**src/hdl/cllm_pkg.sv**
```systemverilog
// shared types and codes for the cursor linked list manager
package cllm_pkg;

  typedef enum logic [3:0] {
    REQ_INS_HEAD   = 4'd0,
    REQ_INS_TAIL   = 4'd1,
    REQ_INS_POS    = 4'd2,
    REQ_INS_SORTED = 4'd3,
    REQ_DEL_HEAD   = 4'd4,
    REQ_DEL_TAIL   = 4'd5,
    REQ_DEL_POS    = 4'd6,
    REQ_DEL_TAG    = 4'd7,
    REQ_WALK       = 4'd8
  } req_kind_t;

  typedef enum logic [1:0] {
    ST_OK        = 2'd0,
    ST_FULL      = 2'd1,
    ST_EMPTY     = 2'd2,
    ST_NOT_FOUND = 2'd3
  } status_t;

  typedef enum logic [1:0] {
    SEL_ZERO,
    SEL_SLOT,
    SEL_CUR
  } slot_sel_t;

  typedef enum logic [3:0] {
    S_IDLE,
    S_DISP,
    S_INS_FREE,
    S_SCAN,
    S_LINK,
    S_LINK2,
    S_DSCAN,
    S_UNLINK,
    S_FREE,
    S_WALK,
    S_RESP
  } state_t;

  typedef struct packed {
    logic [3:0]  req_type;
    logic [15:0] entry_key;
    logic [15:0] entry_tag;
    logic [7:0]  position;
  } in_item_t;

  typedef struct packed {
    logic [1:0]  status;
    logic [3:0]  slot;
    logic [4:0]  entries;
    logic [15:0] out_key;
    logic [15:0] out_tag;
    logic        last;
  } out_item_t;

  typedef struct packed {
    logic      ins_start;
    logic      ins_free;
    logic      scan_rd;
    logic      advance;
    logic      link_slot;
    logic      link_prev;
    logic      del_start;
    logic      save_nxt;
    logic      unlink;
    logic      free_cur;
    logic      walk_emit;
    logic      resp_emit;
    status_t   resp_status;
    slot_sel_t resp_sel;
  } dp_cmd_t;

  typedef struct packed {
    logic [3:0] kind;
    logic       free_null;
    logic       head_null;
    logic       cur_null;
    logic       prev_null;
    logic       nxt_null;
    logic       key_lt;
    logic       tag_eq;
    logic       steps_ge_pos;
    logic       pos_ge_count;
    logic       walk_last;
    logic       out_free;
  } dp_stat_t;

endpackage

```
**src/hdl/cllm_dp.sv**
```systemverilog
// datapath: slot memories, list pointers, scan registers and result register
module cllm_dp #(
  parameter int POOL_DEPTH = 16
) (
  input  logic                clk,
  input  logic                rst_n,
  input  logic                in_ld,
  input  cllm_pkg::in_item_t  in_data,
  input  cllm_pkg::dp_cmd_t   cmd,
  output cllm_pkg::dp_stat_t  stat,
  output logic                out_valid,
  output cllm_pkg::out_item_t out_data,
  input  logic                out_stall
);

  localparam int AW = (POOL_DEPTH > 1) ? $clog2(POOL_DEPTH) : 1;
  localparam int IW = $clog2(POOL_DEPTH + 1);
  localparam logic [IW-1:0] NUL = IW'(POOL_DEPTH);

  cllm_pkg::in_item_t  req_r;
  cllm_pkg::out_item_t out_r;
  logic                out_valid_r;

  logic [IW-1:0] head_r, free_r, count_r, cur_r, prev_r, slot_r, nxt_r, steps_r;
  logic [3:0]    n_r;
  logic [IW-1:0] link_q_r;
  logic [15:0]   key_q_r, tag_q_r;

  logic [IW-1:0]         link_mem [POOL_DEPTH];
  logic [15:0]           key_mem  [POOL_DEPTH];
  logic [15:0]           tag_mem  [POOL_DEPTH];
  logic [POOL_DEPTH-1:0] lvalid_r;

  logic          rd_req, rd_en;
  logic [IW-1:0] rd_idx;
  logic          lwe;
  logic [IW-1:0] lwa, lwd;
  logic          out_free, out_ld;
  logic [AW-1:0] ra, wa, ka;

  always_comb begin
    rd_req = 1'b0;
    rd_idx = cur_r;
    if (cmd.ins_start) begin
      rd_req = 1'b1;
      rd_idx = free_r;
    end else if (cmd.scan_rd) begin
      rd_req = 1'b1;
      rd_idx = cur_r;
    end else if (cmd.advance || cmd.walk_emit) begin
      rd_req = 1'b1;
      rd_idx = link_q_r;
    end else if (cmd.del_start) begin
      rd_req = 1'b1;
      rd_idx = head_r;
    end
    rd_en = rd_req && (rd_idx != NUL);

    lwe = 1'b0;
    lwa = slot_r;
    lwd = cur_r;
    if (cmd.link_slot) begin
      lwe = 1'b1;
    end else if (cmd.link_prev) begin
      lwe = 1'b1;
      lwa = prev_r;
      lwd = slot_r;
    end else if (cmd.unlink && (prev_r != NUL)) begin
      lwe = 1'b1;
      lwa = prev_r;
      lwd = nxt_r;
    end else if (cmd.free_cur) begin
      lwe = 1'b1;
      lwa = cur_r;
      lwd = free_r;
    end
  end

  assign ra = rd_idx[AW-1:0];
  assign wa = lwa[AW-1:0];
  assign ka = free_r[AW-1:0];

  // slot memories, one read port shared by all three stores
  always_ff @(posedge clk) begin
    if (lwe) begin
      link_mem[wa] <= lwd;
    end
    if (cmd.ins_start) begin
      key_mem[ka] <= req_r.entry_key;
      tag_mem[ka] <= req_r.entry_tag;
    end
    if (rd_en) begin
      link_q_r <= lvalid_r[ra] ? link_mem[ra] : (IW'(ra) + IW'(1));
      key_q_r  <= key_mem[ra];
      tag_q_r  <= tag_mem[ra];
    end
  end

  // unwritten link entries read as their reset chain value
  always_ff @(posedge clk) begin
    if (!rst_n) begin
      lvalid_r <= '0;
    end else if (lwe) begin
      lvalid_r[wa] <= 1'b1;
    end
  end

  always_ff @(posedge clk) begin
    if (!rst_n) begin
      head_r  <= NUL;
      free_r  <= '0;
      count_r <= '0;
    end else begin
      if (cmd.ins_free) begin
        free_r <= link_q_r;
      end
      if (cmd.link_slot) begin
        count_r <= count_r + IW'(1);
        if (prev_r == NUL) begin
          head_r <= slot_r;
        end
      end
      if (cmd.unlink && (prev_r == NUL)) begin
        head_r <= nxt_r;
      end
      if (cmd.free_cur) begin
        free_r  <= cur_r;
        count_r <= count_r - IW'(1);
      end
    end
  end

  always_ff @(posedge clk) begin
    if (in_ld) begin
      req_r <= in_data;
    end
    if (cmd.ins_start) begin
      slot_r  <= free_r;
      cur_r   <= head_r;
      prev_r  <= NUL;
      steps_r <= '0;
    end
    if (cmd.del_start) begin
      cur_r   <= head_r;
      prev_r  <= NUL;
      steps_r <= '0;
      n_r     <= '0;
    end
    if (cmd.advance) begin
      prev_r  <= cur_r;
      cur_r   <= link_q_r;
      steps_r <= steps_r + IW'(1);
    end
    if (cmd.walk_emit) begin
      cur_r <= link_q_r;
      n_r   <= n_r + 4'd1;
    end
    if (cmd.save_nxt) begin
      nxt_r <= link_q_r;
    end
  end

  assign out_free = !out_valid_r || !out_stall;
  assign out_ld   = cmd.walk_emit || cmd.resp_emit;

  always_ff @(posedge clk) begin
    if (!rst_n) begin
      out_valid_r <= 1'b0;
    end else if (out_ld) begin
      out_valid_r <= 1'b1;
    end else if (!out_stall) begin
      out_valid_r <= 1'b0;
    end
  end

  always_ff @(posedge clk) begin
    if (cmd.walk_emit) begin
      out_r.status  <= cllm_pkg::ST_OK;
      out_r.slot    <= 4'(cur_r);
      out_r.entries <= 5'(count_r);
      out_r.out_key <= key_q_r;
      out_r.out_tag <= tag_q_r;
      out_r.last    <= stat.walk_last;
    end else if (cmd.resp_emit) begin
      out_r.status  <= cmd.resp_status;
      case (cmd.resp_sel)
        cllm_pkg::SEL_SLOT: out_r.slot <= 4'(slot_r);
        cllm_pkg::SEL_CUR:  out_r.slot <= 4'(cur_r);
        default:            out_r.slot <= 4'd0;
      endcase
      out_r.entries <= 5'(count_r);
      out_r.out_key <= 16'd0;
      out_r.out_tag <= 16'd0;
      out_r.last    <= 1'b1;
    end
  end

  assign out_valid = out_valid_r;
  assign out_data  = out_r;

  assign stat.kind         = req_r.req_type;
  assign stat.free_null    = (free_r == NUL);
  assign stat.head_null    = (head_r == NUL);
  assign stat.cur_null     = (cur_r == NUL);
  assign stat.prev_null    = (prev_r == NUL);
  assign stat.nxt_null     = (link_q_r == NUL);
  assign stat.key_lt       = (key_q_r < req_r.entry_key);
  assign stat.tag_eq       = (tag_q_r == req_r.entry_tag);
  assign stat.steps_ge_pos = (9'(steps_r) >= 9'(req_r.position));
  assign stat.pos_ge_count = (9'(req_r.position) >= 9'(count_r));
  assign stat.walk_last    = (link_q_r == NUL) || (n_r == 4'd15);
  assign stat.out_free     = out_free;

endmodule

```
**src/hdl/cllm_ctrl.sv**
```systemverilog
// controller state machine sequencing list operations
module cllm_ctrl (
  input  logic               clk,
  input  logic               rst_n,
  input  logic               in_valid,
  output logic               in_stall,
  output logic               in_ld,
  input  cllm_pkg::dp_stat_t stat,
  output cllm_pkg::dp_cmd_t  cmd
);

  cllm_pkg::state_t    state_r, state_nxt;
  cllm_pkg::status_t   rstat_r, rstat_nxt;
  cllm_pkg::slot_sel_t rsel_r, rsel_nxt;

  always_ff @(posedge clk) begin
    if (!rst_n) begin
      state_r <= cllm_pkg::S_IDLE;
      rstat_r <= cllm_pkg::ST_OK;
      rsel_r  <= cllm_pkg::SEL_ZERO;
    end else begin
      state_r <= state_nxt;
      rstat_r <= rstat_nxt;
      rsel_r  <= rsel_nxt;
    end
  end

  always_comb begin
    state_nxt = state_r;
    rstat_nxt = rstat_r;
    rsel_nxt  = rsel_r;
    cmd       = '0;
    cmd.resp_status = rstat_r;
    cmd.resp_sel    = rsel_r;
    in_stall  = (state_r != cllm_pkg::S_IDLE);
    in_ld     = 1'b0;

    unique case (state_r)
      cllm_pkg::S_IDLE: begin
        if (in_valid) begin
          in_ld     = 1'b1;
          state_nxt = cllm_pkg::S_DISP;
        end
      end
      cllm_pkg::S_DISP: begin
        state_nxt = cllm_pkg::S_RESP;
        rsel_nxt  = cllm_pkg::SEL_ZERO;
        case (stat.kind) inside
          [cllm_pkg::REQ_INS_HEAD:cllm_pkg::REQ_INS_SORTED]: begin
            if (stat.free_null) begin
              rstat_nxt = cllm_pkg::ST_FULL;
            end else begin
              cmd.ins_start = 1'b1;
              state_nxt     = cllm_pkg::S_INS_FREE;
            end
          end
          [cllm_pkg::REQ_DEL_HEAD:cllm_pkg::REQ_DEL_TAG]: begin
            if (stat.head_null) begin
              rstat_nxt = cllm_pkg::ST_EMPTY;
            end else if (stat.kind == cllm_pkg::REQ_DEL_POS && stat.pos_ge_count) begin
              rstat_nxt = cllm_pkg::ST_NOT_FOUND;
            end else begin
              cmd.del_start = 1'b1;
              state_nxt     = cllm_pkg::S_DSCAN;
            end
          end
          cllm_pkg::REQ_WALK: begin
            if (stat.head_null) begin
              rstat_nxt = cllm_pkg::ST_EMPTY;
            end else begin
              cmd.del_start = 1'b1;
              state_nxt     = cllm_pkg::S_WALK;
            end
          end
          default: begin
            rstat_nxt = cllm_pkg::ST_NOT_FOUND;
          end
        endcase
      end
      cllm_pkg::S_INS_FREE: begin
        cmd.ins_free = 1'b1;
        if (stat.kind == cllm_pkg::REQ_INS_HEAD || stat.cur_null) begin
          state_nxt = cllm_pkg::S_LINK;
        end else begin
          cmd.scan_rd = 1'b1;
          state_nxt   = cllm_pkg::S_SCAN;
        end
      end
      cllm_pkg::S_SCAN: begin
        if ((stat.kind == cllm_pkg::REQ_INS_POS && stat.steps_ge_pos) ||
            (stat.kind == cllm_pkg::REQ_INS_SORTED && !stat.key_lt)) begin
          state_nxt = cllm_pkg::S_LINK;
        end else begin
          cmd.advance = 1'b1;
          if (stat.nxt_null) begin
            state_nxt = cllm_pkg::S_LINK;
          end
        end
      end
      cllm_pkg::S_LINK: begin
        cmd.link_slot = 1'b1;
        rstat_nxt     = cllm_pkg::ST_OK;
        rsel_nxt      = cllm_pkg::SEL_SLOT;
        state_nxt     = stat.prev_null ? cllm_pkg::S_RESP : cllm_pkg::S_LINK2;
      end
      cllm_pkg::S_LINK2: begin
        cmd.link_prev = 1'b1;
        state_nxt     = cllm_pkg::S_RESP;
      end
      cllm_pkg::S_DSCAN: begin
        case (stat.kind)
          cllm_pkg::REQ_DEL_HEAD: begin
            cmd.save_nxt = 1'b1;
            state_nxt    = cllm_pkg::S_UNLINK;
          end
          cllm_pkg::REQ_DEL_TAIL: begin
            if (stat.nxt_null) begin
              cmd.save_nxt = 1'b1;
              state_nxt    = cllm_pkg::S_UNLINK;
            end else begin
              cmd.advance = 1'b1;
            end
          end
          cllm_pkg::REQ_DEL_POS: begin
            if (stat.steps_ge_pos) begin
              cmd.save_nxt = 1'b1;
              state_nxt    = cllm_pkg::S_UNLINK;
            end else begin
              cmd.advance = 1'b1;
            end
          end
          default: begin
            if (stat.tag_eq) begin
              cmd.save_nxt = 1'b1;
              state_nxt    = cllm_pkg::S_UNLINK;
            end else if (stat.nxt_null) begin
              rstat_nxt = cllm_pkg::ST_NOT_FOUND;
              rsel_nxt  = cllm_pkg::SEL_ZERO;
              state_nxt = cllm_pkg::S_RESP;
            end else begin
              cmd.advance = 1'b1;
            end
          end
        endcase
      end
      cllm_pkg::S_UNLINK: begin
        cmd.unlink = 1'b1;
        state_nxt  = cllm_pkg::S_FREE;
      end
      cllm_pkg::S_FREE: begin
        cmd.free_cur = 1'b1;
        rstat_nxt    = cllm_pkg::ST_OK;
        rsel_nxt     = cllm_pkg::SEL_CUR;
        state_nxt    = cllm_pkg::S_RESP;
      end
      cllm_pkg::S_WALK: begin
        if (stat.out_free) begin
          cmd.walk_emit = 1'b1;
          if (stat.walk_last) begin
            state_nxt = cllm_pkg::S_IDLE;
          end
        end
      end
      cllm_pkg::S_RESP: begin
        if (stat.out_free) begin
          cmd.resp_emit = 1'b1;
          state_nxt     = cllm_pkg::S_IDLE;
        end
      end
      default: begin
        state_nxt = cllm_pkg::S_IDLE;
      end
    endcase
  end

endmodule

```
**src/hdl/cursor_linked_list_manager.sv**
```systemverilog
// top level of the cursor linked list manager: controller plus datapath
// Keeps a singly linked list and a free stack over POOL_DEPTH slots, each
// holding a key, a tag and a link. One item is handled at a time; the input
// stalls from acceptance until the last result of that item is loaded into
// the output register. A walk emits at most sixteen entries. A rejected
// request (pool full, list empty, bad position, unknown kind) gets a single
// response. While the output is stalled, a waiting result holds the item.
// List scans are paced by the single read port of the slot memories, which
// follows one link per cycle. Link entries never written read back as the
// reset chain, so no clearing pass runs after reset.
module cursor_linked_list_manager #(
  parameter int POOL_DEPTH = 16
) (
  input  logic                clk,
  input  logic                rst_n,
  input  logic                in_valid,
  output logic                in_stall,
  input  cllm_pkg::in_item_t  in_data,
  output logic                out_valid,
  input  logic                out_stall,
  output cllm_pkg::out_item_t out_data
);

  // command and status between the sequencer and the datapath
  cllm_pkg::dp_cmd_t  cmd;
  cllm_pkg::dp_stat_t stat;
  logic               in_ld;

  // sequencer: dispatch on request kind, one link hop per scan state
  cllm_ctrl u_ctrl (
    .clk      (clk),
    .rst_n    (rst_n),
    .in_valid (in_valid),
    .in_stall (in_stall),
    .in_ld    (in_ld),
    .stat     (stat),
    .cmd      (cmd)
  );

  // slot memories, pointers and the output register
  cllm_dp #(
    .POOL_DEPTH (POOL_DEPTH)
  ) u_dp (
    .clk       (clk),
    .rst_n     (rst_n),
    .in_ld     (in_ld),
    .in_data   (in_data),
    .cmd       (cmd),
    .stat      (stat),
    .out_valid (out_valid),
    .out_data  (out_data),
    .out_stall (out_stall)
  );

endmodule
```
**config.mk**
```make
export PLATFORM = sky130hd
export DESIGN_NAME = cursor_linked_list_manager
export DESIGN_NICKNAME = d
export VERILOG_FILES = /design/src/hdl/cllm_pkg.sv /design/src/hdl/cllm_dp.sv /design/src/hdl/cllm_ctrl.sv /design/src/hdl/cursor_linked_list_manager.sv
export SDC_FILE = /design/constraint.sdc
export NUM_CORES = 1
export LEC_CHECK = 0
export BUFFER_PORTS_ARGS = -buffer_cell sky130_fd_sc_hd__clkbuf_2
export CORE_ASPECT_RATIO = 1.25
export CORE_MARGIN = 3
export CORE_UTILIZATION = 58
export CTS_BUF_LIST = sky130_fd_sc_hd__clkbuf_8
export DETAILED_ROUTE_END_ITERATION = 8
export PLACE_DENSITY_LB_ADDON = 0.05
export SYNTH_ARGS = -nofsm -noshare
export SYNTH_HDL_FRONTEND = slang
export SYNTH_SLANG_ARGS = --single-unit
```
**constraint.sdc**
```tcl
create_clock -name clk -period 5.9 [get_ports clk]
set_clock_uncertainty 0.15 [all_clocks]
set_input_delay 1.77 -clock clk [delete_from_list [all_inputs] [get_ports clk]]
set_output_delay 1.77 -clock clk [all_outputs]
set_load 0.02 [all_outputs]
```
==> results of run 1 <==
how the worst min path moves through the flow:
stage,from,endpoint,slack (ns),cells after the start
after floorplan,u_dp.free_r[0],u_dp.slot_r[0],0.28,0
after global placement,u_dp.lvalid_r[5],u_dp.lvalid_r[5],0.30,2
after detailed placement,u_dp.lvalid_r[5],u_dp.lvalid_r[5],0.31,2
after CTS,u_dp.lvalid_r[5],u_dp.lvalid_r[5],0.32,2
after global routing,u_dp.lvalid_r[15],u_dp.lvalid_r[15],0.34,1
final,u_dp.lvalid_r[14],u_dp.lvalid_r[14],0.32,2
Yosys cell counts, types with 3 or more instances:
cell        n
mux2_2     11
nand2_1   540
nor4_1     10
buf_1       6
buf_4      11
o21a_1      6
xnor2_1     7
o211ai_1    6
nor3b_1     4
and2_1     42
a221o_1     3
o32ai_1     5
buf_2      56
a21oi_1    84
or2_2       6
a22oi_1    12
o21ai_0    16
edfxtp_1  744
a21o_1      4
nor2b_1    12
dfxtp_1    42
a31oi_1    72
nand4_1     5
a221oi_1    7
and3_1    110
nand3_1    80
o31ai_1     3
inv_1      33
a311oi_1   34
clkbuf_1   69
a32oi_1     4
nand2b_1   15
xor2_1     22
mux2i_1    84
ha_1       32
a211oi_1   73
nor2_1    126
nor3_1      8
worst min-delay path: stages (launching register included):
cell	delay [ns]
dfxtp_1	0.32
nor2_1	0.05
nor2_1	0.07
per-layer routing:
metal | global-route usage, % | wire [um]
met5 | 0 | 0
met4 | 12.0 | 3160
met3 | 4.61 | 5760
met2 | 45.6 | 40500
met1 | 36.1 | 31600
power groups by stage:
stage	clock network [W]	registers (W)	logic [W]
2_1_floorplan	0	0.00743	0.00454
3_3_place_gp	0	0.00764	0.00623
3_5_place_dp	0	0.00767	0.00634
4_1_cts	0.00403	0.00756	0.00636
5_1_grt	0.00430	0.00762	0.00696
6_report	0.00395	0.00757	0.00634
area by class of cell:
cell class | instances | area (sq um) | share of cell area (%)
Antenna cell | 2 | 5.00 | 0.0139
Clock buffer | 121 | 1670 | 4.63
Clock inverter | 90 | 400 | 1.11
Inverter | 34 | 128 | 0.355
Multi-Input combinational cell | 1478 | 8630 | 24.0
Sequential cell | 786 | 23200 | 64.4
Tap cell | 735 | 920 | 2.56
Timing Repair Buffer | 150 | 1040 | 2.90
state kept, by name, indices dropped and copies added (netlist names), 4 cells and up:
signal	count
u_dp.count_r	5
u_dp.free_r	5
u_dp.prev_r	5
u_dp.tag_q_r	16
u_dp.key_mem	256
u_dp.link_mem	80
u_dp.out_data	44
u_dp.lvalid_r	16
u_dp.n_r	4
u_dp.req_r	40
u_dp.nxt_r	5
u_dp.slot_r	5
u_ctrl.state_r	4
u_dp.cur_r	5
u_dp.steps_r	5
u_dp.link_q_r	5
u_dp.key_q_r	16
u_dp.stat	4
u_dp.head_r	5
u_dp.tag_mem	256
placed cells by master (no fill, tap or decap), types with 45 or more instances in the layout:
master    count
edfxtp_1    744
clkbuf_8    121
clkbuf_2     93
nor2_1      114
buf_4        45
a211oi_1     73
a21oi_1      83
nand3_1      80
and3_1      109
nand2_1     539
inv_1        77
a31oi_1      72
mux2i_1      84
kinds of logic (layout without fill, tap and decap cells):
family	count (synthesis)	in the layout	share of synthesized area, %
buffers and inverters	178	395	2.45
AND/OR/NAND/NOR	970	970	13.4
AO/OA/AOI/OAI	351	351	7.62
adder cells (fa/ha/maj)	33	33	1.30
other	0	2	0
multiplexers	95	95	2.98
XOR/XNOR	29	29	0.784
flip-flops	786	786	71.5
stage by stage:
step	worst slack, ns	std cells	cell area, sq um	hold slack [ns]
after floorplan	0.752	2442	32400	0.279
after global placement	0.697	3183	33900	0.300
after detailed placement	0.619	3183	33900	0.309
after CTS	0.575	3394	36000	0.323
after global routing	0.224	3395	36000	0.345
final	0.495	3396	36000	0.324
==> key figures, run 1 <==
Clocking
  • CTS tree: yes
  • Post-CTS sizing: 0
  • CTS root buf: clkbuf_8
  • Worst skew pair latency: 0.72 ns
  • CTS max path bufs: 3
  • H-tree depth: 3
  • Clock transition at path regs: approximately 0.070 ns
  • # hold bufs at CTS: 0
  • CTS buffer count: ~120
  • Post-CTS Setup Bufs: 0
  • CTS sink count: between 700 and 800

Critical path
  • Cells along the critical path: inv_1, ha_1, nand4_1, or4_1, o32a_1, a2111oi_4, a311o_2, nand2_1, buf_4, a221o_2, and2_1, a41oi_4, buf_12
  • CP startpoint kind: flop
  • Max stage delay on crit path: around 0.68 ns
  • Reg-to-reg endpoint: u_dp.key_q_r[6]
  • Crit path DAT: ~5.7 ns
  • Max Fanout on Critical Path: 26
  • Critical Path Sink Type: flop
  • Reg2reg path depth: 13
  • Crit path capture: u_dp.key_q_r[6]
  • Required @ worst endpoint: about 6.1 ns
  • Worst Path Class, Setup: flop to flop
  • CP delay by family, top: compound AO/OA/AOI/OAI gates
  • Worst R2R Start: u_dp.req_r[39]
  • Critical path depth: 13
  • CP startpoint: u_dp.req_r[39]
  • Buf/Inv on CP: 3
  • Reg2Reg Setup Slack: ~0.5 ns
  • CP max-delay cell: a41oi_4

Yosys
  • Largest area contributor in the netlist: edfxtp_1
  • Number of synthesized flops with an enable pin: ~740
  • Post-Syn Instances: 2442
  • Synth warnings: 0
  • Synth Flop Type: edfxtp_1
  • Syn Nets: between 2000 and 3000
  • Seq cells post-synth: between 700 and 800
  • FFs w/ async S/R, synth: 0%
  • Sequential area share after synthesis: between 70% and 80%
  • Post-Syn Area: between 0.03 and 0.04 sq mm
  • Synth unique cells: 68
  • Post-synth top area share: between 60% and 70%
  • Synth area leaders: edfxtp_1 (69%), nand2_1 (6.3%), dfxtp_1 (2.6%)
  • Mapped Avg Cell Area: ~13 sq um

Routing
  • Via/cell ratio: approximately 6.0
  • WL/cell: ~24 um
  • Drc violations: 0
  • Via total after detailed routing: slightly above 20000
  • DRT iter0 DRCs: just over 2000
  • Total Routed Length: 81000 um
  • Routed Antenna Nets: 0
  • DR pass1 iterations: 6

Placed design
  • Port Buffers: 93
  • Placer Congestion: 0.908
  • HPWL after DPL: about 46000 um

GRT
  • Maximum number of pins on one net before global-route repair: approximately 100
  • GRT Residual Overflow: 0
  • Initial antenna violation count: 1
  • Global Route Usage Sum: a little over a quarter
  • First-pass GRT wire length: 121000 um
  • Number of global-route vias before repair: 20000

Run
  • Maxcap violations: 0

Hold path
  • Hold Path Class: flop to flop

STA
  • Unrepaired setup endpoints after global routing: false
  • Fin crit share: 91.6%
  • Fmax: 185 MHz
  • Final hold violation count: 0
  • Final setup vio count: 0
  • Slew @ Worst Pin: ~1.2 ns
  • Slew HR: 18.2%
  • Post-Route Setup TNS: 0 ns
  • Final min period: approximately 5.4 ns
  • Fin. max-slew vios: 0

Power and ir drop
  • Power Total: roughly 0.018 W
  • Switching Share: 37.6%
  • Internal: about 0.011 W
  • VDD IR-drop max: ~0.43 mV
  • Pwr/cell area: 497 mW/mm^2
  • Clk pwr share: 22.1%
  • Logic pwr share: 35.5%
  • Reg power frac: 42.4%
  • Switching Power: around 0.0067 W
  • Cell leakage power: approximately 13 nW

Cells and area
  • Layout area overhead: 11.0%
  • Fillers: just over 4000
  • Share of post-route cells with drive strength above 1: 12.7%
  • Final Util: between 60% and 70%
  • Total Nets Final: approximately 2600

Floorplan
  • Site Rows: 96
  • DIE WIDTH: around 220 um
  • Die area: around 0.06 sq mm
  • Die Y: between 200 and 300 um
  • Initial cell density of the core: approximately three fifths
  • Core area: roughly 0.055 sq mm
  • IO Pins: 94

Status
  • Status: complete, no violations
Power figures use the tool's default switching activity.
==> inputs of run 2 (changes only) <==
--- a/config.mk
+++ b/config.mk
@@ -7,7 +7,7 @@
 export LEC_CHECK = 0
 export BUFFER_PORTS_ARGS = -buffer_cell sky130_fd_sc_hd__clkbuf_2
 export CORE_ASPECT_RATIO = 1.25
-export CORE_MARGIN = 3
+export CORE_MARGIN = 2
 export CORE_UTILIZATION = 58
 export CTS_BUF_LIST = sky130_fd_sc_hd__clkbuf_8
 export DETAILED_ROUTE_END_ITERATION = 8
==> run 2 against run 1 <==
  * Largest cell class unchanged
  * Wire length down 2.6%
  * Global-route usage is 0.32 points lower
  * Cell area increased by 0.45%
  * Register-to-register slack improved by 0.09 ns
  * Combinational power grew 2%
  * Clock-buffer cell count increased by 2
  * Via count is 0.59% lower
  * Non-clock buffer count increased by 10
==> key figures, run 2 (synthesis gave the netlist of run 1 again) <==
Placed design
  • Dpl cells: 3193 (+0.31%)
  • Port Buffers: 93 (unchanged)
  • HPWL after DPL: 45200 um (-0.66%)
  • Placed cell areas: 0.0340 sq mm (+0.39%)
  • Placer Congestion: 0.879 (-3.2%)
  • DP Worst Slack: 0.626 ns (+0.00693 ns)

Critical path
  • CP max-delay cell: edfxtp_1
  • Required @ worst endpoint: 6.31 ns (+0.17 ns)
  • CP dominant cell by count: a311oi_1
  • Worst Path Class, Setup: flop to flop
  • CP startpoint kind: flop
  • Buf/Inv on CP: 3 (unchanged)
  • Max stage delay on crit path: 0.62 ns (-0.06 ns)
  • Cells along the critical path: inv_1, ha_1, nand4_1, or4_1, o32a_1, a2111oi_4, a311oi_1, nor4_4, o31a_2, buf_12, buf_4, nand2_1, and3_1, a311oi_1, a31oi_1, a21oi_1
  • CP delay by family, top: compound AO/OA/AOI/OAI gates
  • Critical Path Sink Type: flop
  • Max Fanout on Critical Path: 24 (-7.7%)
  • Reg2Reg Setup Slack: 0.59 ns (+0.09 ns)
  • Crit path DAT: 5.72 ns (+0.07 ns)

Power and ir drop
  • Pwr/cell area: 498 mW/mm^2 (+0.27%)
  • Cell leakage power: 13.1 nW (+0.70%)
  • VDD IR-drop max: 0.368 mV (-14%)

Cells and area
  • Share of post-route cells with drive strength above 1: 13.7% (+0.97 points)
  • Final Non-Filler Cells: 3411 (+0.44%)
  • Layout area overhead: 11.5%
  • Design Area, Final: 0.0361 sq mm (+0.45%)
  • Most common cell after layout, fill and taps aside: edfxtp_1
  • Total Nets Final: 2657 (+0.42%)
  • Biggest regs: u_dp.key_mem (256), u_dp.tag_mem (256), u_dp.link_mem (80)
  • Most frequent cells in the layout: edfxtp_1 (744), nand2_1 (539), clkbuf_8 (123)

Clocking
  • CTS max path bufs: 3 (unchanged)
  • Worst skew pair latency: 0.72 ns (about the same)
  • Post-CTS Setup Bufs: 0 (unchanged)
  • H-tree depth: 3 (unchanged)
  • CTS root buf: clkbuf_8
  • CTS buffer count: 116 (+0.87%)
  • CTS tree: yes
  • # hold bufs at CTS: 0 (unchanged)
  • Post-CTS sizing: 0 (unchanged)
  • Clock transition at path regs: 0.06 ns (about the same)
  • CTS sink count: 786 (unchanged)

Routing
  • Via/cell ratio: 5.96 (-1.0%)
  • DR pass1 iterations: 5 (-1)
  • Via total after detailed routing: 20300 (-0.59%)
  • Total Routed Length: 78900 um (-2.6%)
  • DRT iter0 DRCs: 1858 (-9.4%)
  • WL/cell: 23.1 um (-3.0%)
  • Drc violations: 0 (unchanged)
  • Routed Antenna Nets: 0 (unchanged)

Floorplan
  • Die Y: 268 um (-0.74%)
  • DIE WIDTH: 215 um (-0.92%)
  • Site Rows: 96 (unchanged)
  • Core area: 0.0551 sq mm (unchanged)
  • Die area: 0.0578 sq mm (-1.7%)
  • Initial cell density of the core: 58.8% (unchanged)
  • IO Pins: 94 (unchanged)

Hold path
  • Hold Path Class: flop to flop

Status
  • Status: complete, no violations

STA
  • Fin. max-slew vios: 0 (unchanged)
  • Final min period: 5.31 ns (-0.0949 ns)
  • Unrepaired setup endpoints after global routing: false
  • Post-Route Setup TNS: 0 ns (unchanged)
  • Slew @ Worst Pin: 1.09 ns (-0.134 ns)
  • Slew HR: 26.6% (+8.5 points)
  • Fin crit share: 90.0% (-1.6 points)
  • Fin worst setup slack: 0.590 ns (+0.0949 ns)
  • Fmax: 188 MHz (+1.8%)
  • Final setup vio count: 0 (unchanged)
  • Final hold violation count: 0 (unchanged)

Run
  • Maxcap violations: 0 (unchanged)

GRT
  • Maximum number of pins on one net before global-route repair: 108 (+6.9%)
  • GRT Residual Overflow: 0 (unchanged)
  • Initial antenna violation count: 1 (unchanged)
  • Global Route Usage Sum: 27.2% (-0.32 points)
  • First-pass GRT wire length: 118000 um (-3.0%)
  • Number of global-route vias before repair: 19700 (-1.6%)
==> run 2: report_power, final <==
group          internal [W]  switching (W)  total (W)
combinational       0.00232        0.00415    0.00647
sequential          0.00700       0.000546    0.00755
clock               0.00193        0.00204    0.00397
total                0.0113        0.00673     0.0180
==> run 2: final timing paths <==
path | startpoint | endpoint | cells after the start
worst max-delay path | u_dp.req_r[39] | u_dp.tag_q_r[10] | 16
worst min-delay path | u_dp.lvalid_r[8] | u_dp.lvalid_r[8] | 2
worst max register to register | u_dp.req_r[39] | u_dp.tag_q_r[10] | 16
worst min register to register | u_dp.lvalid_r[8] | u_dp.lvalid_r[8] | 2
==> run 2: worst reg2reg max path: stages (launching register included) <==
cell and delay (ns):
edfxtp_1 0.62, inv_1 0.09, ha_1 0.34, nand4_1 0.22, or4_1 0.58, o32a_1 0.37
a2111oi_4 0.40, a311oi_1 0.15, nor4_4 0.40, o31a_2 0.50, buf_12 0.27, buf_4 0.29
nand2_1 0.08, and3_1 0.16, a311oi_1 0.27, a31oi_1 0.10, a21oi_1 0.17
==> run 2: per-stage QoR <==
| stage | power, W | hold WS (ns) | util (%) |
|---|---|---|---|
| after floorplan | 0.0120 | 0.279 | - |
| after global placement | 0.0140 | 0.300 | 61.7 |
| after detailed placement | 0.0141 | 0.308 | 61.7 |
| after CTS | 0.0181 | 0.322 | 65.5 |
| after global routing | 0.0190 | 0.332 | 65.5 |
| final | 0.0180 | 0.317 | 65.5 |
==> run 2: area by class of cell <==
| class | instances | area (sq um) |
|---|---|---|
| antenna | 1 | 2.50 |
| clock buffer | 123 | 1690 |
| clock inverter | 94 | 404 |
| fill | 4049 | 19000 |
| inverter | 34 | 128 |
| multi-input combinational | 1478 | 8620 |
| sequential | 786 | 23200 |
| tap | 735 | 920 |
| timing repair buffer | 160 | 1180 |
==> run 2: per-layer routing <==
layer	part of all wire, %	wire, um	vias up	GRT usage (%)
met5	0	0	-	0
met4	3.7	2890	0	12.7
met3	7.0	5520	159	4.24
met2	49	38800	813	45.5
met1	40	31700	10000	35.2
li1	-	-	9345	-
==> inputs of run 3 (changes only) <==
--- a/config.mk
+++ b/config.mk
@@ -6,9 +6,11 @@
 export NUM_CORES = 1
 export LEC_CHECK = 0
 export BUFFER_PORTS_ARGS = -buffer_cell sky130_fd_sc_hd__clkbuf_2
+export CELL_PAD_IN_SITES_DETAIL_PLACEMENT = 2
+export CELL_PAD_IN_SITES_GLOBAL_PLACEMENT = 2
 export CORE_ASPECT_RATIO = 1.25
 export CORE_MARGIN = 2
-export CORE_UTILIZATION = 58
+export CORE_UTILIZATION = 42
 export CTS_BUF_LIST = sky130_fd_sc_hd__clkbuf_8
 export DETAILED_ROUTE_END_ITERATION = 8
 export PLACE_DENSITY_LB_ADDON = 0.05
==> run 3 against run 2 <==
  * Via count is 3.2% higher
  * First-iteration DRC count decreased by 28%
  * Non-clock buffer count up 14
  * Critical path type unchanged
  * Largest power group unchanged
==> key figures, run 3 (synthesis gave the netlist of run 1 again) <==
Status
  • Status: complete, no violations

Power and ir drop
  • Cell leakage power: 13.2 nW (+1.2%)
  • Switching Share: 39.2% (+1.8 points)
  • VDD IR-drop max: 0.309 mV (-16%)
  • Reg power frac: 39.7% (-2.3 points)
  • Internal: 0.0115 W (+2.4%)
  • Clk pwr share: 23.1% (+1.0 points)
  • Logic pwr share: 37.2% (+1.2 points)
  • Switching Power: 0.00745 W (+11%)
  • Pwr/cell area: 517 mW/mm^2 (+3.7%)

STA
  • Final setup vio count: 0 (unchanged)
  • Fin crit share: 93.2% (+3.2 points)
  • Unrepaired setup endpoints after global routing: false
  • Fmax: 182 MHz (-3.5%)
  • Slew HR: 26.9% (+0.25 points)
  • Slew @ Worst Pin: 1.09 ns (-0.00371 ns)
  • Final min period: 5.50 ns (+0.190 ns)
  • Post-Route Setup TNS: 0 ns (unchanged)
  • Fin. max-slew vios: 0 (unchanged)
  • Final hold violation count: 0 (unchanged)

Floorplan
  • Die area: 0.0794 sq mm (+37%)
  • IO Pins: 94 (unchanged)
  • Die Y: 315 um (+17%)
  • Core area: 0.0762 sq mm (+38%)
  • DIE WIDTH: 252 um (+17%)
  • Site Rows: 113 (+18%)
  • Initial cell density of the core: 42.5% (-16 points)

GRT
  • Maximum number of pins on one net before global-route repair: 65 (-40%)
  • First-pass GRT wire length: 150000 um (+27%)
  • GRT Residual Overflow: 0 (unchanged)
  • Number of global-route vias before repair: 23400 (+19%)
  • Global Route Usage Sum: 25.6% (-1.6 points)
  • Initial antenna violation count: 1 (unchanged)

Critical path
  • Worst Path Class, Setup: flop to flop
  • Required @ worst endpoint: 6.38 ns (+0.07 ns)
  • Critical Path Sink Type: flop
  • CP startpoint kind: flop
  • Max Fanout on Critical Path: 21 (-13%)
  • Crit path DAT: 5.98 ns (+0.26 ns)

Hold path
  • Hold Path Class: flop to flop

Clocking
  • Worst skew pair latency: 0.81 ns (+0.09 ns)
  • # hold bufs at CTS: 0 (unchanged)
  • CTS tree: yes
  • CTS max path bufs: 3 (unchanged)
  • Clock transition at path regs: 0.06 ns (about the same)
  • CTS root buf: clkbuf_8
  • Post-CTS Setup Bufs: 0 (unchanged)
  • CTS sink count: 786 (unchanged)
  • CTS buffer count: 131 (+13%)
  • H-tree depth: 4 (+1)

Cells and area
  • Final Non-Filler Cells: 3679 (+7.9%)
  • Total Nets Final: 2686 (+1.1%)
  • Biggest regs: u_dp.key_mem (256), u_dp.tag_mem (256), u_dp.link_mem (80)
  • Fillers: 7376 (+82%)
  • Layout area overhead: 13.3%
  • Most common cell after layout, fill and taps aside: edfxtp_1
  • Register area: 0.0232 sq mm (unchanged)
  • Share of post-route cells with drive strength above 1: 14.4% (+0.68 points)
  • Most frequent cells in the layout: edfxtp_1 (744), nand2_1 (539), clkbuf_8 (135)
  • Multi-input gate area: 0.00864 sq mm (+0.22%)

Routing
  • Total Routed Length: 100000 um (+27%)
  • Routed Antenna Nets: 0 (unchanged)
  • Via/cell ratio: 5.71 (-4.3%)
  • Via total after detailed routing: 21000 (+3.2%)
  • DRT iter0 DRCs: 1338 (-28%)
  • WL/cell: 27.2 um (+18%)
  • DR pass1 iterations: 5 (unchanged)
  • Drc violations: 0 (unchanged)

Placed design
  • HPWL after DPL: 59500 um (+31%)
  • Placer Congestion: 0.782 (-11%)
  • Port Buffers: 93 (unchanged)
  • Dpl cells: 3449 (+8.0%)

Run
  • Maxcap violations: 0 (unchanged)
[run 3: path summary, 6_finish.rpt]
kind	from	to	slack [ns]	cells past startpoint
setup / recovery	u_dp.req_r[37]	u_dp.link_q_r[0]	0.40	15
hold / removal	u_dp.lvalid_r[0]	u_dp.lvalid_r[0]	0.32	2
setup reg to reg	u_dp.req_r[37]	u_dp.link_q_r[0]	0.40	15
hold reg to reg	u_dp.lvalid_r[0]	u_dp.lvalid_r[0]	0.32	2
[run 3: critical path, stage by stage, from the launching register on]
cell and delay, ns:
edfxtp_1 0.72, inv_1 0.12, ha_1 0.33, nand4_1 0.20, or4_1 0.57, o32a_1 0.37, a2111oi_4 0.40, a311o_2 0.21
a21oi_1 0.13, o31ai_4 0.30, buf_12 0.27, buf_4 0.26, mux2i_1 0.28, a22oi_1 0.18, a221oi_4 0.50, mux2i_1 0.30
[run 3: final cells by class]
type	count	share of cell area, %
Sequential cell	786	63.1
Multi-Input combinational cell	1478	23.5
Clock buffer	135	5.06
Timing Repair Buffer	174	3.43
Tap cell	977	3.33
Clock inverter	94	1.20
Inverter	34	0.347
Antenna cell	1	0.00681
[run 3: metrics by stage]
step                worst slack [ns]  total power [W]  util, %  hold slack [ns]  cell area (sq um)
detailed placement             0.257           0.0147     45.2            0.318              34400
global route                   0.167           0.0200     48.2            0.349              36700
CTS                            0.172           0.0192     48.2            0.332              36700
finish                         0.400           0.0190     48.2            0.324              36700
floorplan                      0.752           0.0120        -            0.279              32400
global placement               0.581           0.0144     45.2            0.301              34400
[run 3: layer usage]
| metal | up-vias | track usage (%) | part of all wire (%) |
|---|---|---|---|
| met3 | 155 | 3.71 | 3.5 |
| met1 | 11000 | 31.7 | 41 |
| met2 | 449 | 45.7 | 53 |
| met5 | - | 0 | 0 |
| met4 | 0 | 8.43 | 2.5 |
| li1 | 9382 | - | - |
[run 3: power by group through the flow]
stage | clock [W] | sequential (W) | combinational, W
finish | 0.00438 | 0.00753 | 0.00707
global route | 0.00472 | 0.00758 | 0.00773
CTS | 0.00450 | 0.00753 | 0.00718
detailed placement | 0 | 0.00765 | 0.00709
global placement | 0 | 0.00761 | 0.00675
floorplan | 0 | 0.00743 | 0.00454
[run 3: what timing repair did]
action,in CTS,in global routing
hold endpoints to repair,0,0
gates resized for setup,0,1
endpoints found under the setup margin,0,5
